===== src/design/lrc_pkg.sv =====
// ----------------------------------------------------------------------------
// lrc_pkg: shared definitions of the log record checker
// Event codes, the queue entry type and the byte-wise CRC-32 step.
// ----------------------------------------------------------------------------
package lrc_pkg;

   localparam logic [2:0] EV_OK    = 3'd0;
   localparam logic [2:0] EV_MAGIC = 3'd1;
   localparam logic [2:0] EV_CRC   = 3'd2;
   localparam logic [2:0] EV_TRUNC = 3'd3;
   localparam logic [2:0] EV_END   = 3'd4;

   localparam logic [31:0] CrcPoly = 32'hEDB88320;
   localparam logic [31:0] CrcOnes = 32'hFFFFFFFF;

   // Queue between the parser and the result sequencer.
   localparam int QueueDepth = 4;
   localparam int QueuePtrW  = $clog2(QueueDepth);

   // One queue entry holds every result caused by one input byte: an optional
   // first result and an optional end-of-log result. Both share the record
   // count; the end-of-log result always reports a zero header.
   typedef struct packed {
      logic        first_valid;
      logic [2:0]  first_kind;
      logic        end_valid;
      logic [7:0]  op_code;
      logic [31:0] table_name_length;
      logic [63:0] row_id;
      logic [31:0] payload_length;
      logic [31:0] entries_accepted;
   } lrc_event_type;

   // Reflected CRC-32 update by one byte, one polynomial step per bit.
   function automatic logic [31:0] crc_byte(input logic [31:0] crc, input logic [7:0] data);
      logic [31:0] c;
      c = crc ^ {24'b0, data};
      for (int k = 0; k < 8; k++) begin
         c = (c >> 1) ^ (c[0] ? CrcPoly : 32'h0);
      end
      return c;
   endfunction

endpackage


===== src/design/lrc_front.sv =====
// ----------------------------------------------------------------------------
// lrc_front: record parser
// Accepts one log byte per cycle while accept is high, tracks the record
// fields and the running CRC, and posts a byte's results as one queue entry.
// ----------------------------------------------------------------------------
module lrc_front (
   input  logic                   clock,
   input  logic                   reset,
   input  logic                   csr_write_enable,
   input  logic [31:0]            csr_write_data,
   input  logic                   accept,
   input  logic [7:0]             log_byte,
   input  logic                   end_of_log,
   output logic                   push,
   output lrc_pkg::lrc_event_type push_data
);

   localparam logic [2:0] PH_MAGIC = 3'd0;
   localparam logic [2:0] PH_OP    = 3'd1;
   localparam logic [2:0] PH_NLEN  = 3'd2;
   localparam logic [2:0] PH_NAME  = 3'd3;
   localparam logic [2:0] PH_ROW   = 3'd4;
   localparam logic [2:0] PH_PLEN  = 3'd5;
   localparam logic [2:0] PH_PAY   = 3'd6;
   localparam logic [2:0] PH_CRC   = 3'd7;

   logic [31:0] magic_ff;
   logic [2:0]  phase_ff,   phase_in;
   logic [31:0] count_ff,   count_in;
   logic [63:0] shift_ff,   shift_in;
   logic [7:0]  op_ff,      op_in;
   logic [31:0] nlen_ff,    nlen_in;
   logic [63:0] row_ff,     row_in;
   logic [31:0] plen_ff,    plen_in;
   logic [31:0] crc_ff,     crc_in;
   logic [31:0] records_ff, records_in;
   logic        halted_ff,  halted_in;

   logic [63:0] shifted;
   logic [31:0] count_inc;
   logic        first_valid;
   logic [2:0]  first_kind;
   logic        first_header;
   logic        end_valid;

   assign shifted   = shift_ff | ({56'b0, log_byte} << {count_ff[2:0], 3'b000});
   assign count_inc = count_ff + 32'd1;

   always_comb begin
      phase_in     = phase_ff;
      count_in     = count_ff;
      shift_in     = shift_ff;
      op_in        = op_ff;
      nlen_in      = nlen_ff;
      row_in       = row_ff;
      plen_in      = plen_ff;
      crc_in       = crc_ff;
      records_in   = records_ff;
      halted_in    = halted_ff;
      first_valid  = 1'b0;
      first_kind   = lrc_pkg::EV_OK;
      first_header = 1'b0;
      end_valid    = 1'b0;

      if (accept && !halted_ff) begin
         if (phase_ff != PH_CRC) begin
            crc_in = lrc_pkg::crc_byte(crc_ff, log_byte);
         end
         unique case (phase_ff)
            PH_MAGIC: begin
               shift_in = shifted;
               count_in = count_inc;
               if (count_inc == 32'd4) begin
                  if (shifted[31:0] != magic_ff) begin
                     first_valid = 1'b1;
                     first_kind  = lrc_pkg::EV_MAGIC;
                     halted_in   = 1'b1;
                  end else begin
                     op_in    = '0;
                     nlen_in  = '0;
                     row_in   = '0;
                     plen_in  = '0;
                     phase_in = PH_OP;
                     count_in = '0;
                     shift_in = '0;
                  end
               end
            end
            PH_OP: begin
               op_in    = log_byte;
               phase_in = PH_NLEN;
               count_in = '0;
               shift_in = '0;
            end
            PH_NLEN: begin
               shift_in = shifted;
               count_in = count_inc;
               if (count_inc == 32'd4) begin
                  nlen_in  = shifted[31:0];
                  phase_in = (shifted[31:0] != 32'd0) ? PH_NAME : PH_ROW;
                  count_in = '0;
                  shift_in = '0;
               end
            end
            PH_NAME: begin
               count_in = count_inc;
               if (count_inc == nlen_ff) begin
                  phase_in = PH_ROW;
                  count_in = '0;
                  shift_in = '0;
               end
            end
            PH_ROW: begin
               shift_in = shifted;
               count_in = count_inc;
               if (count_inc == 32'd8) begin
                  row_in   = shifted;
                  phase_in = PH_PLEN;
                  count_in = '0;
                  shift_in = '0;
               end
            end
            PH_PLEN: begin
               shift_in = shifted;
               count_in = count_inc;
               if (count_inc == 32'd4) begin
                  plen_in  = shifted[31:0];
                  phase_in = (shifted[31:0] != 32'd0) ? PH_PAY : PH_CRC;
                  count_in = '0;
                  shift_in = '0;
               end
            end
            PH_PAY: begin
               count_in = count_inc;
               if (count_inc == plen_ff) begin
                  phase_in = PH_CRC;
                  count_in = '0;
                  shift_in = '0;
               end
            end
            PH_CRC: begin
               shift_in = shifted;
               count_in = count_inc;
               if (count_inc == 32'd4) begin
                  first_valid  = 1'b1;
                  first_header = 1'b1;
                  if (shifted[31:0] == ~crc_ff) begin
                     first_kind = lrc_pkg::EV_OK;
                     if (records_ff != 32'hFFFFFFFF) begin
                        records_in = records_ff + 32'd1;
                     end
                     crc_in   = lrc_pkg::CrcOnes;
                     phase_in = PH_MAGIC;
                     count_in = '0;
                     shift_in = '0;
                  end else begin
                     first_kind = lrc_pkg::EV_CRC;
                     halted_in  = 1'b1;
                  end
               end
            end
         endcase
      end

      // A record left unfinished at end of log is reported as truncated,
      // with the header only once the magic word has been passed.
      if (accept && end_of_log) begin
         end_valid = 1'b1;
         if (!halted_in && !(phase_in == PH_MAGIC && count_in == 32'd0)) begin
            first_valid  = 1'b1;
            first_kind   = lrc_pkg::EV_TRUNC;
            first_header = (phase_in != PH_MAGIC);
         end
      end
   end

   always_comb begin
      push_data.first_valid       = first_valid;
      push_data.first_kind        = first_kind;
      push_data.end_valid         = end_valid;
      push_data.op_code           = first_header ? op_in   : 8'd0;
      push_data.table_name_length = first_header ? nlen_in : 32'd0;
      push_data.row_id            = first_header ? row_in  : 64'd0;
      push_data.payload_length    = first_header ? plen_in : 32'd0;
      push_data.entries_accepted  = records_in;
   end

   assign push = first_valid || end_valid;

   always_ff @(posedge clock) begin
      if (reset) begin
         magic_ff <= '0;
      end else if (csr_write_enable) begin
         magic_ff <= csr_write_data;
      end
   end

   // End of log starts a fresh log with the parser back at its reset state.
   always_ff @(posedge clock) begin
      if (reset || (accept && end_of_log)) begin
         phase_ff   <= PH_MAGIC;
         count_ff   <= '0;
         shift_ff   <= '0;
         op_ff      <= '0;
         nlen_ff    <= '0;
         row_ff     <= '0;
         plen_ff    <= '0;
         crc_ff     <= lrc_pkg::CrcOnes;
         records_ff <= '0;
         halted_ff  <= 1'b0;
      end else begin
         phase_ff   <= phase_in;
         count_ff   <= count_in;
         shift_ff   <= shift_in;
         op_ff      <= op_in;
         nlen_ff    <= nlen_in;
         row_ff     <= row_in;
         plen_ff    <= plen_in;
         crc_ff     <= crc_in;
         records_ff <= records_in;
         halted_ff  <= halted_in;
      end
   end

endmodule


===== src/design/lrc_queue.sv =====
// ----------------------------------------------------------------------------
// lrc_queue: event queue
// Short first-in first-out queue that decouples the parser from the result
// sequencer.
// ----------------------------------------------------------------------------
module lrc_queue (
   input  logic                   clock,
   input  logic                   reset,
   input  logic                   push,
   input  lrc_pkg::lrc_event_type push_data,
   output logic                   full,
   input  logic                   pop,
   output logic                   head_valid,
   output lrc_pkg::lrc_event_type head_data
);

   lrc_pkg::lrc_event_type entry_ff [lrc_pkg::QueueDepth];

   logic [lrc_pkg::QueuePtrW-1:0] wr_ptr_ff, wr_ptr_in;
   logic [lrc_pkg::QueuePtrW-1:0] rd_ptr_ff, rd_ptr_in;
   logic [lrc_pkg::QueuePtrW:0]   fill_ff,   fill_in;
   logic                          do_push;
   logic                          do_pop;

   assign full       = (fill_ff == (lrc_pkg::QueuePtrW+1)'(lrc_pkg::QueueDepth));
   assign head_valid = (fill_ff != '0);
   assign head_data  = entry_ff[rd_ptr_ff];
   assign do_push    = push && !full;
   assign do_pop     = pop && head_valid;

   always_comb begin
      wr_ptr_in = do_push ? wr_ptr_ff + 1'b1 : wr_ptr_ff;
      rd_ptr_in = do_pop  ? rd_ptr_ff + 1'b1 : rd_ptr_ff;
      fill_in   = fill_ff;
      if (do_push && !do_pop) begin
         fill_in = fill_ff + 1'b1;
      end else if (do_pop && !do_push) begin
         fill_in = fill_ff - 1'b1;
      end
   end

   always_ff @(posedge clock) begin
      if (do_push) begin
         entry_ff[wr_ptr_ff] <= push_data;
      end
   end

   always_ff @(posedge clock) begin
      if (reset) begin
         wr_ptr_ff <= '0;
         rd_ptr_ff <= '0;
         fill_ff   <= '0;
      end else begin
         wr_ptr_ff <= wr_ptr_in;
         rd_ptr_ff <= rd_ptr_in;
         fill_ff   <= fill_in;
      end
   end

endmodule


===== src/design/lrc_back.sv =====
// ----------------------------------------------------------------------------
// lrc_back: result sequencer
// Turns each queue entry into one or two result beats and holds the current
// beat in an output register until it is taken.
// ----------------------------------------------------------------------------
module lrc_back (
   input  logic                   clock,
   input  logic                   reset,
   input  logic                   head_valid,
   input  lrc_pkg::lrc_event_type head_data,
   output logic                   pop,
   output logic                   rsp_valid,
   input  logic                   rsp_stall,
   output logic [2:0]             rsp_event_kind,
   output logic [7:0]             rsp_op_code,
   output logic [31:0]            rsp_table_name_length,
   output logic [63:0]            rsp_row_id,
   output logic [31:0]            rsp_payload_length,
   output logic [31:0]            rsp_entries_accepted,
   output logic                   rsp_last_of_run
);

   logic        valid_ff;
   logic        second_ff, second_in;
   logic [2:0]  kind_ff,   kind_in;
   logic [7:0]  op_ff,     op_in;
   logic [31:0] nlen_ff,   nlen_in;
   logic [63:0] row_ff,    row_in;
   logic [31:0] plen_ff,   plen_in;
   logic [31:0] count_ff;
   logic        last_ff,   last_in;
   logic        load;
   logic        send_first;

   assign load       = head_valid && (!valid_ff || !rsp_stall);
   // The first result goes out unless it has already been sent.
   assign send_first = head_data.first_valid && !second_ff;

   always_comb begin
      if (send_first) begin
         kind_in   = head_data.first_kind;
         op_in     = head_data.op_code;
         nlen_in   = head_data.table_name_length;
         row_in    = head_data.row_id;
         plen_in   = head_data.payload_length;
         last_in   = !head_data.end_valid;
         second_in = head_data.end_valid;
      end else begin
         kind_in   = lrc_pkg::EV_END;
         op_in     = '0;
         nlen_in   = '0;
         row_in    = '0;
         plen_in   = '0;
         last_in   = 1'b1;
         second_in = 1'b0;
      end
   end

   assign pop = load && !second_in;

   always_ff @(posedge clock) begin
      if (reset) begin
         valid_ff  <= 1'b0;
         second_ff <= 1'b0;
      end else begin
         if (load) begin
            valid_ff  <= 1'b1;
            second_ff <= second_in;
         end else if (!rsp_stall) begin
            valid_ff  <= 1'b0;
         end
      end
   end

   always_ff @(posedge clock) begin
      if (load) begin
         kind_ff  <= kind_in;
         op_ff    <= op_in;
         nlen_ff  <= nlen_in;
         row_ff   <= row_in;
         plen_ff  <= plen_in;
         count_ff <= head_data.entries_accepted;
         last_ff  <= last_in;
      end
   end

   assign rsp_valid             = valid_ff;
   assign rsp_event_kind        = kind_ff;
   assign rsp_op_code           = op_ff;
   assign rsp_table_name_length = nlen_ff;
   assign rsp_row_id            = row_ff;
   assign rsp_payload_length    = plen_ff;
   assign rsp_entries_accepted  = count_ff;
   assign rsp_last_of_run       = last_ff;

endmodule


===== src/design/log_record_checker_crc32_core.sv =====
// ----------------------------------------------------------------------------
// log_record_checker_crc32_core: log record checker with CRC-32
// The first result beat of a byte passes the event queue between parser and
// sequencer, then the sequencer's output register. Throughput is one byte per
// cycle while the queue is not full. The result port moves one beat per cycle
// unless stalled; the four-entry queue absorbs bytes that cause two beats.
// Synchronous reset clears the parser, the record count and the queue, and
// sets the magic register to zero.
// ----------------------------------------------------------------------------
module log_record_checker_crc32_core (
   input  logic        clock,
   input  logic        reset,
   input  logic        csr_write_enable,
   input  logic [31:0] csr_write_data,
   input  logic        req_valid,
   output logic        req_stall,
   input  logic [7:0]  req_log_byte,
   input  logic        req_end_of_log,
   output logic        rsp_valid,
   input  logic        rsp_stall,
   output logic [2:0]  rsp_event_kind,
   output logic [7:0]  rsp_op_code,
   output logic [31:0] rsp_table_name_length,
   output logic [63:0] rsp_row_id,
   output logic [31:0] rsp_payload_length,
   output logic [31:0] rsp_entries_accepted,
   output logic        rsp_last_of_run
);

   logic                   accept;
   logic                   push;
   lrc_pkg::lrc_event_type push_data;
   logic                   full;
   logic                   pop;
   logic                   head_valid;
   lrc_pkg::lrc_event_type head_data;

   // Stall comes from the registered queue fill alone.
   assign req_stall = full;
   assign accept    = req_valid && !full;

   lrc_front u_front (
      .clock            (clock),
      .reset            (reset),
      .csr_write_enable (csr_write_enable),
      .csr_write_data   (csr_write_data),
      .accept           (accept),
      .log_byte         (req_log_byte),
      .end_of_log       (req_end_of_log),
      .push             (push),
      .push_data        (push_data)
   );

   lrc_queue u_queue (
      .clock      (clock),
      .reset      (reset),
      .push       (push),
      .push_data  (push_data),
      .full       (full),
      .pop        (pop),
      .head_valid (head_valid),
      .head_data  (head_data)
   );

   lrc_back u_back (
      .clock                 (clock),
      .reset                 (reset),
      .head_valid            (head_valid),
      .head_data             (head_data),
      .pop                   (pop),
      .rsp_valid             (rsp_valid),
      .rsp_stall             (rsp_stall),
      .rsp_event_kind        (rsp_event_kind),
      .rsp_op_code           (rsp_op_code),
      .rsp_table_name_length (rsp_table_name_length),
      .rsp_row_id            (rsp_row_id),
      .rsp_payload_length    (rsp_payload_length),
      .rsp_entries_accepted  (rsp_entries_accepted),
      .rsp_last_of_run       (rsp_last_of_run)
   );

endmodule

===== config.mk =====
export PLATFORM = sky130hd
export DESIGN_NAME = log_record_checker_crc32_core
export DESIGN_NICKNAME = d
export VERILOG_FILES = /design/src/design/lrc_pkg.sv /design/src/design/lrc_front.sv /design/src/design/lrc_queue.sv /design/src/design/lrc_back.sv /design/src/design/log_record_checker_crc32_core.sv
export SDC_FILE = /design/constraint.sdc
export NUM_CORES = 2
export LEC_CHECK = 0
export BUFFER_PORTS_ARGS = -buffer_cell sky130_fd_sc_hd__buf_2
export CORE_MARGIN = 10
export CORE_UTILIZATION = 30
export CTS_CLUSTER_SIZE = 24
export DETAILED_ROUTE_END_ITERATION = 16
export PLACE_DENSITY = 0.44
export REMOVE_ABC_BUFFERS = 1
export SYNTH_ARGS = -nofsm -noshare
export SYNTH_HDL_FRONTEND = slang
export SYNTH_SLANG_ARGS = --single-unit

===== constraint.sdc =====
create_clock -name clock -period 12 [get_ports clock]
set_input_delay 0 -clock clock [delete_from_list [all_inputs] [get_ports clock]]
set_output_delay 0 -clock clock [all_outputs]
set_load 0.1 [all_outputs]

* Yosys cells after proc, flatten, opt, wreduce, memory -nomap -nowiden *
Memories as Yosys holds them, arrays and structs flattened. A register that Yosys moved wholly into a read port is not among the register bits.
Cells that the tools add are included.

word-level totals
  bits in registers = 513
  memories kept = 1
  memory bits (writable) = 692
  word-level logic and storage cells = 203

memory list
  name              words  width  rd ports  clocked after memory_dff  write ports  line             source
  u_queue.entry_ff  4      173    1         1                         1            lrc_queue.sv:17  lrc_pkg::lrc_event_type entry_ff [lrc_pkg::QueueDepth];

cells by class
  add/subtract/negate cells = 6
  shift operators = 1
  reductions and logical operators = 35
  equality and inequality tests = 19
  bitwise operators = 11
  muxes and demuxes = 107

operator list
  cell                   number
  $mux 32                36
  $mux 64                13
  $pmux 64 s7            1
  $xor 31x32->32         8
  $pmux 32 s7            1
  $pmux 32 s2            2
  $pmux 64 s2            1
  $eq 32x32->1           3
  $add 32x1->32 const B  2
  $or 64x64->64          1
  $shl 8x6->64           1
  $mux 3                 18
  $eq 32x3->1 const B    1
  $eq 32x4->1 const B    1
  $logic_not 32->1       1
  $mux 8                 4
  $ne 32x32->1           1
  $ne 32x32->1 const B   1
  $not 32->32            1
  $reduce_bool 32->1     1
  $xor 32x8->32          1
  $pmux 3 s8             1
  $mux 1                 23
  $pmux 8 s2             1
  19 further kinds       55

* Logic depth before layout (Yosys ltp) *
  depth in word-level cells = 21
  gate-level depth with buffers = 18
  gate-level depth less buffers = 15

* Modules after synthesis *
A second synthesis with hierarchy kept.

second synthesis, totals
  cell total of the unflattened synthesis = 3739
  area total of the unflattened synthesis = 50825.0 µm²

modules (own cells, without submodules)
  module                         cells an instance  area an instance (µm²)  times used
  lrc_queue                      951                25434.4                 1
  lrc_front                      2450               19102.1                 1
  lrc_back                       337                6274.8                  1
  log_record_checker_crc32_core  1                  13.8                    1

* Worst setup path after synthesis *
No wires, ideal clock.

  path kind = register to register
  start = register u_back.valid_ff (netlist: u_back.rsp_valid)
  end = register u_queue.fill_ff[2] (netlist bit)
  slack = 766 ps
  cell stages (with the launch flop) = 9
  arrival = 11164 ps
  cells stage by stage = dfxtp_1 a21oi_1 nand2_1 ha_1 inv_1 fa_1 xor2_1 or3_1 a21oi_1

on the way
  longest elaborated chain between the ends = 8
  elaborated cells on any way between the ends = 10
  classes of those cells = 1 x mux; 9 x reduce/logical

ends and longest elaborated chain
  item                                                line             source
  from (decl)                                         lrc_back.sv:23   logic valid_ff;
  from (signal assigned)                              lrc_back.sv:63   valid_ff <= 1'b0;
  from (signal assigned)                              lrc_back.sv:67   valid_ff <= 1'b1;
  from (signal assigned)                              lrc_back.sv:70   valid_ff <= 1'b0;
  $logic_not 1->1 *                                   lrc_back.sv:35   assign load = head_valid && (!valid_ff || !rsp_stall);
  $logic_or 1x1->1 *                                  lrc_back.sv:35
  $logic_and 1x1->1 *                                 lrc_back.sv:35
  via u_back.load                                     lrc_back.sv:32   logic load;
  $logic_and 1x1->1 *                                 lrc_back.sv:59   assign pop = load && !second_in;
  $logic_and 1x1->1 *                                 lrc_queue.sv:29  assign do_pop = pop && head_valid;
  $logic_not 1->1                                     lrc_queue.sv:35  if (do_push && !do_pop) begin
  $logic_and 1x1->1                                   lrc_queue.sv:35
  $mux 3 / $reduce_bool 2->1 (equally long branches)  n/a
  to (signal assigned)                                lrc_queue.sv:56  fill_ff <= fill_in;
  to (decl)                                           lrc_queue.sv:21  logic [lrc_pkg::QueuePtrW:0] fill_ff, fill_in;

Mark *: on every way through the listed nets, which the timed path passes. The rest lies on a longest branch.
A chain may end at the register's enable or synchronous reset.

==> impl_metrics.tcl <==
set metrics [dict create \
    status "finished, final reports clean" \
    grt_overflow 0 \
    multi_input_area_um2 16200 \
    clk_pin_slew_ns 0.06 \
    endpoint_kind "flip-flop" \
    power.density_nw_per_um2 236 \
    final_core_util_pct 35.8 \
    synth_edf_count 860 \
    syn_inst 3740 \
    max_freq_ghz 0.143 \
    grt_pass1_wl_mm 228 \
    avgSynthCellArea_um2 13.4 \
    ios 220 \
    min_path_type "in2reg" \
    postRouteWirelength_mm 154 \
    yosysWarnings 0 \
    total_power_uw 14000 \
    hpwl_mm 103 \
    synth_area_leaders "edfxtp_1 52%, dfxtp_1 14%, mux4_2 7.7%" \
    seq_area_frac_synth_pct 65.3 \
    htreeDepth 4 \
    final.setup.tns_ns 0 \
    die_x_um 429 \
    remaining_drc_errors 0 \
    post-route-period-util_pct 58.3 \
    tightest_slew_ns 1.30 \
    critPathKind "reg2reg" \
    fin_crit_ns 7.00 \
    seq_area_um2 32700 \
    arrival_ns 7.45 \
    synth_most_common_cell "edfxtp_1" \
    grt_util_met3_pct 3.03 \
    slew_headroom_pct 13.3 \
    clkLatencyLatePin_ns 0.80 \
    slew_violations 0 \
    yosys.area.top_type "edfxtp_1" \
    drt_iter0_drc 2591 \
    leakagePower_uw 0.0201 \
    synth-seq-cells 1203 \
    yosys-top-cells-count "860 x edfxtp_1, 453 x nor2_1, 343 x dfxtp_1" \
    place_congestion 0.944 \
    diodes 0 \
    crit_fanout 60 \
    async_flop_share_pct 0 \
    final_hold_viol_count 0 \
    worstPathRequired_ns 12.46 \
    rsz0062_at_grt "no" \
    wl_per_cell_um 24.4 \
    yosysUniqueCellTypes 86 \
    drt-pass1-iter-count 5 \
    grt_pass1_vias 32400 \
    synth_top_area_share_pct 51.6 \
    vias_per_cell 5.02 \
    finalSetupViolations 0 \
    cp-start-kind "flip-flop" \
    initial_core_util_pct 30.3 \
    nNetsFinal 4082 \
    numCtsBuffers 138 \
    synth-main-ff-cell "edfxtp_1" \
    fillers 16200 \
    core_um2 166000 \
    numClockSinks 1203 \
    grt_use_total_pct 16.4 \
    grt_max_degree 120 \
    ant_nets 0 \
    synthToLayoutAreaGrowth_pct 18.3 \
    fp-row-count 149 \
    port_buffers 219 \
    skew_ns 0.0449 \
    synth_area_um2 50100 \
    holdWs_ns 0.0669 \
    grtUsageMet1_pct 22.7 \
    drive_gt1_share_pct 17.5 \
    maxCapViolations 0 \
    top_usage_layer "met2" \
    cts_tree "built" \
    vias 31800 \
    max-clock-path-buffers 3 \
    met2_usage_pct 26.5 \
    antenna_found_initial 7 \
    peakVddDrop_mv 0.256 \
    die-area_um2 184000 \
    cts_root_buffer "clkbuf_16" \
    dieHeight_um 429 \
]
-- state kept, by name (all words and copies together), names as in the netlist, 2 cells and up, named ones only --
register and flops:
u_back.rsp_entries_accepted 32, u_back.rsp_event_kind 3, u_back.rsp_op_code 8, u_back.rsp_payload_length 32, u_back.rsp_row_id 64, u_back.rsp_table_name_length 32
u_front.count_ff 32, u_front.crc_ff 32, u_front.magic_ff 32, u_front.nlen_ff 32, u_front.op_ff 8, u_front.phase_ff 3
u_front.plen_ff 32, u_front.records_ff 32, u_front.row_ff 64, u_front.shift_ff 64, u_queue.entry_ff 688, u_queue.fill_ff 3
u_queue.rd_ptr_ff 2, u_queue.wr_ptr_ff 2
-- per-stage QoR --
stage / worst slack (ns) / area, um^2 / std cells
finish: 5.00 / 59300 / 6332
global route: 4.59 / 59300 / 6332
CTS: 4.92 / 59300 / 6332
detailed placement: 4.95 / 53600 / 5960
global placement: 4.99 / 53600 / 5960
floorplan: -0.0379 / 49000 / 3481
-- routing by layer --
| metal | vias to the layer above | routed length (um) |
|---|---|---|
| li1 | 14600 | - |
| met1 | 16300 | 70900 |
| met2 | 779 | 73000 |
| met3 | 173 | 7330 |
| met4 | 2 | 3070 |
| met5 | - | 11 |
-- where the power goes --
| group | internal (uW) | switching (uW) |
|---|---|---|
| combinational | 1030 | 3530 |
| clock | 2420 | 1770 |
| sequential | 5030 | 206 |
| total | 8480 | 5510 |
-- placed cells by master, fill, tap and decap left out, drive strengths merged, types with 62 or more instances in the layout --
master / instances
dfxtp: 343
buf: 290
inv: 62
a22oi: 104
clkbuf: 185
a21oi: 237
nor2: 453
edfxtp: 860
nand3: 66
dlygate4sd3: 116
mux4: 172
xnor2: 165
nor3: 97
nand2: 145
nor2b: 154
-- path summary, 6_finish.rpt --
check | slack [ns] | depth (start not counted) | from | to
max | 5.00 | 12 | u_front.count_ff[1] | u_queue.entry_ff[1][94]
min | 0.07 | 3 | reset | u_queue.fill_ff[0]
max reg2reg | 5.00 | 12 | u_front.count_ff[1] | u_queue.entry_ff[1][94]
min reg2reg | 0.49 | 2 | u_front.row_ff[41] | u_front.row_ff[41]
-- logic make-up (layout without fill, tap and decap cells) --
logic type / after synthesis / after routing / share of synthesized area, %
adder cells (fa/ha/maj): 9 / 9 / 0.240
AND/OR/NAND/NOR: 1255 / 1255 / 13.0
multiplexers: 216 / 216 / 8.62
AO/OA/AOI/OAI: 521 / 521 / 6.50
XOR/XNOR: 220 / 220 / 3.90
buffers and inverters: 316 / 719 / 2.51
flip-flops: 1203 / 1203 / 65.3
-- area by class of cell --
| cell class | instances | share of cell area (%) |
|---|---|---|
| clock buffer | 185 | 6.37 |
| clock inverter | 71 | 1.30 |
| inverter | 57 | 0.361 |
| multi-input combinational | 2221 | 27.4 |
| sequential | 1203 | 55.2 |
| tap | 2189 | 4.62 |
| timing repair buffer | 406 | 4.77 |
-- what timing repair did --
item                                    4_1_cts  5_1_grt
resized for setup                             0        0
buffers inserted                              0        0
endpoints found under the setup margin        0        0
hold buffers                                116        0
hold endpoints to repair                    125        0
-- critical path, cell delays in order, from the launching register on --
cell and delay, ns:
dfxtp_1 0.31, buf_4 0.42, nand4_2 0.49, or4_1 1.02, o21ai_0 0.55, nand4_1 0.29, or4_1 0.70, or4_1 0.56
a41oi_2 0.24, nand4_1 0.22, a21oi_4 0.74, buf_4 0.77, nor2_1 0.25
Power figures use the tool's default switching activity.
